[src/lmsfir_ram.sv]
// ----------------------------------------------------------------------------
// Generic RAM
// One write port and one read port with registered read data.
// ----------------------------------------------------------------------------
module lmsfir_ram #(
  parameter int WIDTH = 16,
  parameter int DEPTH = 32
) (
  input  logic                     clk_i,
  input  logic                     we_i,
  input  logic [$clog2(DEPTH)-1:0] waddr_i,
  input  logic [WIDTH-1:0]         wdata_i,
  input  logic [$clog2(DEPTH)-1:0] raddr_i,
  output logic [WIDTH-1:0]         rdata_o
);

  logic [WIDTH-1:0] mem [DEPTH];
  logic [WIDTH-1:0] rdata_q;

  always_ff @(posedge clk_i) begin
    if (we_i) begin
      mem[waddr_i] <= wdata_i;
    end
    rdata_q <= mem[raddr_i];
  end

  assign rdata_o = rdata_q;

endmodule

[config.mk]
export PLATFORM = sky130hd
export DESIGN_NAME = lmsfir_ram
export DESIGN_NICKNAME = d
export VERILOG_FILES = /design/src/lmsfir_ram.sv
export SDC_FILE = /design/constraint.sdc
export NUM_CORES = 1
export LEC_CHECK = 0
export BUFFER_PORTS_ARGS = -buffer_cell sky130_fd_sc_hd__buf_2
export CELL_PAD_IN_SITES_DETAIL_PLACEMENT = 1
export CELL_PAD_IN_SITES_GLOBAL_PLACEMENT = 1
export CORE_MARGIN = 3
export CORE_UTILIZATION = 52
export CTS_CLUSTER_SIZE = 10
export DETAILED_ROUTE_END_ITERATION = 10
export PLACE_DENSITY = 0.8
export SLEW_MARGIN = 0
export SYNTH_ARGS = -nofsm -noshare
export SYNTH_HDL_FRONTEND = slang
export SYNTH_SLANG_ARGS = --single-unit
export TNS_END_PERCENT = 5
[constraint.sdc]
create_clock -name clk_i -period 3.3 [get_ports clk_i]
set_input_delay 0.165 -clock clk_i [delete_from_list [all_inputs] [get_ports clk_i]]
set_output_delay 0.165 -clock clk_i [all_outputs]
set_load 0.05 [all_outputs]
==> flow_metrics.py <==
metrics = {
    "outcome": {
        "status": "finished, final reports clean",
    },
    "cts": {
        "clk_latency_ps": 590,
        "clkTransAtPathRegs_ps": 60,
        "clk_path_buf_depth": 3,
        "clock_sinks": 528,
        "h-tree-depth": 2,
        "postCtsSetupBuffers": 0,
        "cts.hold.buffers_added": 0,
        "tritoncts": "yes",
        "post_cts_resized": 0,
        "clockRootBuffer": "clkbuf_16",
        "cts_buffers": 58,
    },
    "global_routing": {
        "grt_util_all_layers": 0.2551,
        "grt_pass1_wl_mm": 78.35,
        "antenna_found_initial": 3,
        "grt-ovfl-total": 0,
        "grt_max_degree": 59,
        "grt_pass1_vias": 12040,
    },
    "floorplanning": {
        "design.core.area_um2": 38830,
        "chipHeight_um": 204.7,
        "die_w_um": 204.7,
        "die_area_um2": 41910,
        "ios": 44,
        "core.rowCount": 72,
        "start_util": 0.5289,
    },
    "worst_hold_path": {
        "min_path_cells": 1,
        "hold_path_class": "input pin to flop",
        "hp-start": "wdata_i[14]",
        "hold_end": "mem[8][14]",
    },
    "setup_path": {
        "cp-start-kind": "input pin",
        "cp_max_fo": 29,
        "r2r_setup_slack_ps": 1430,
        "worstReg2RegEnd": "rdata_o[6]",
        "crit_type": "input pin to flop",
        "rr_worst_depth": 5,
        "cp-startpoint": "raddr_i[1]",
        "cp_data_required_time_ps": 3710,
        "end_kind": "flop",
        "crit_arrival_ps": 2360,
        "r2r_start": "mem[1][6]",
    },
    "timing": {
        "fin_crit_sh": 0.5910,
        "finalMaxSlewViolations": 0,
        "fin_tns_setup_ps": 0,
        "setup-violations-final": 0,
        "hold_viol": 0,
        "grt_setup_unrepaired": "no",
        "fin_skew_ps": 16.89,
        "period_needed_ps": 1950,
        "max_slew_margin": 0.3306,
        "fmax_ghz": 0.5128,
        "worstMarginPinSlew_ps": 1000,
    },
    "yosys": {
        "synth_seq_cells": 528,
        "synth_cell_type_count": 26,
        "synthCells": 1143,
        "yosys.area.top_type_share": 0.7487,
        "synth_ff_type": "edfxtp_1",
        "yosys.area.top_type": "edfxtp_1",
        "async_reset_ff_frac": 0,
        "avgSynthCellArea_um2": 17.97,
        "syn_area_um2": 20540,
        "yosys_warnings": 0,
        "synthTopCellsByArea": "edfxtp_1 75%, mux2i_1 12%, a22oi_1 2.3%",
        "synth_edf_count": 512,
        "yosysSeqAreaShare": 0.7643,
        "synth_nets": 1171,
    },
    "finish": {
        "area_delta_synth_final_pct": 11.98,
        "seq_area_um2": 15700,
        "n_fill_cell": 3421,
        "final_common_cell": "edfxtp_1",
        "final_util": 0.5923,
        "drive_gt1_frac": 0.1396,
        "final_cell_mix": "512 x edfxtp_1, 256 x mux2i_1, 64 x a22oi_1, 62 x buf_4, 59 x clkbuf_16",
        "multi_input_comb_area_um2": 4322,
        "nets": 1272,
    },
    "pwr": {
        "ir_drop_mv": 0.5146,
        "leakagePower_nw": 8.086,
        "power_density_nw_per_um2": 606.2,
    },
    "detailed_routing": {
        "met3_length_mm": 3.670,
        "wl_per_cell_um": 29.74,
        "drtIter0Drc": 983,
        "wl_met2_mm": 27.25,
        "viasPerCell": 6.215,
        "dr_total_vias": 11110,
        "wl_met1_mm": 21.14,
        "drc": 0,
        "drt_first_pass_iters": 5,
        "wirelength_mm": 53.18,
        "dr.max_layer_used": "met4",
        "final_antenna_net_count": 0,
    },
    "placed_design": {
        "hpwl_mm": 31.80,
        "portBuffers": 43,
        "place_congestion": 0.7805,
    },
    "run": {
        "max_cap_violations": 0,
    },
}
-- final cells by class --
type | count | area share
Antenna cell | 2 | 0.0002176
Clock buffer | 83 | 0.06812
Clock inverter | 1 | 0.0003809
Multi-Input combinational cell | 548 | 0.1879
Sequential cell | 528 | 0.6825
Tap cell | 518 | 0.02818
Timing Repair Buffer | 108 | 0.03265
-- worst max-delay path by stage --
| stage | end | slack [ps] | cells past startpoint |
|---|---|---|---|
| 2_1_floorplan | mem[12][0] | 1390 | 3 |
| 3_3_place_gp | rdata_o[6] | 1030 | 5 |
| 3_5_place_dp | rdata_o[6] | 870 | 5 |
| 4_1_cts | rdata_o[6] | 1440 | 5 |
| 5_1_grt | rdata_o[7] | 1350 | 5 |
| 6_report | rdata_o[6] | 1350 | 5 |
-- through the flow --
stage	hold slack (ps)	total power [W]	setup slack [ps]	std cells	area [um^2]
2_1_floorplan	263.9	0.008132	1395	1143	20540
3_3_place_gp	588.6	0.008413	1027	1702	21420
3_5_place_dp	604.8	0.008457	866.1	1702	21420
4_1_cts	98.82	0.01399	1436	1786	22990
5_1_grt	137.6	0.01432	1346	1788	23000
6_report	117.7	0.01394	1350	1788	23000
-- power breakdown --
part	internal, W	switching (W)
registers	0.00746	0.0000392
clock network	0.00322	0.00239
logic	0.000239	0.000593
total	0.0109	0.00302
-- per-layer routing --
layer	vias up	track usage
met3	88	0.03893
li1	4741	-
met2	460	0.4351
met4	0	0.06930
met5	-	0
met1	5823	0.3455
-- Yosys cell counts, types with 2 or more instances --
| master | n |
|---|---|
| nor2b_1 | 2 |
| a21oi_1 | 32 |
| edfxtp_1 | 512 |
| buf_6 | 6 |
| nor3_1 | 16 |
| nor2_1 | 33 |
| nand4_1 | 16 |
| mux2i_1 | 256 |
| nand2_1 | 33 |
| clkbuf_1 | 12 |
| buf_4 | 19 |
| nand3b_1 | 5 |
| a31oi_1 | 16 |
| buf_8 | 6 |
| a22oi_1 | 64 |
| dfxtp_1 | 16 |
| a22o_1 | 32 |
| buf_2 | 19 |
| buf_12 | 5 |
| or3b_2 | 3 |
| nand2b_1 | 2 |
| nand3_1 | 34 |
-- worst max-delay path, stage by stage --
cell     delay (ps)
buf_2           180
nor2b_4         820
a22oi_1         320
a31oi_1         660
nand3_1         200
-- cells by family after synthesis --
| family | synth area share |
|---|---|
| AND/OR/NAND/NOR | 0.03491 |
| buffers and inverters | 0.02632 |
| AO/OA/AOI/OAI | 0.04972 |
| flip-flops | 0.7643 |
| multiplexers | 0.1248 |
-- sequential cells by signal (all words and copies together) (netlist names) --
signal   count
rdata_o     16
mem        512
(Power assumes the default switching activity.)
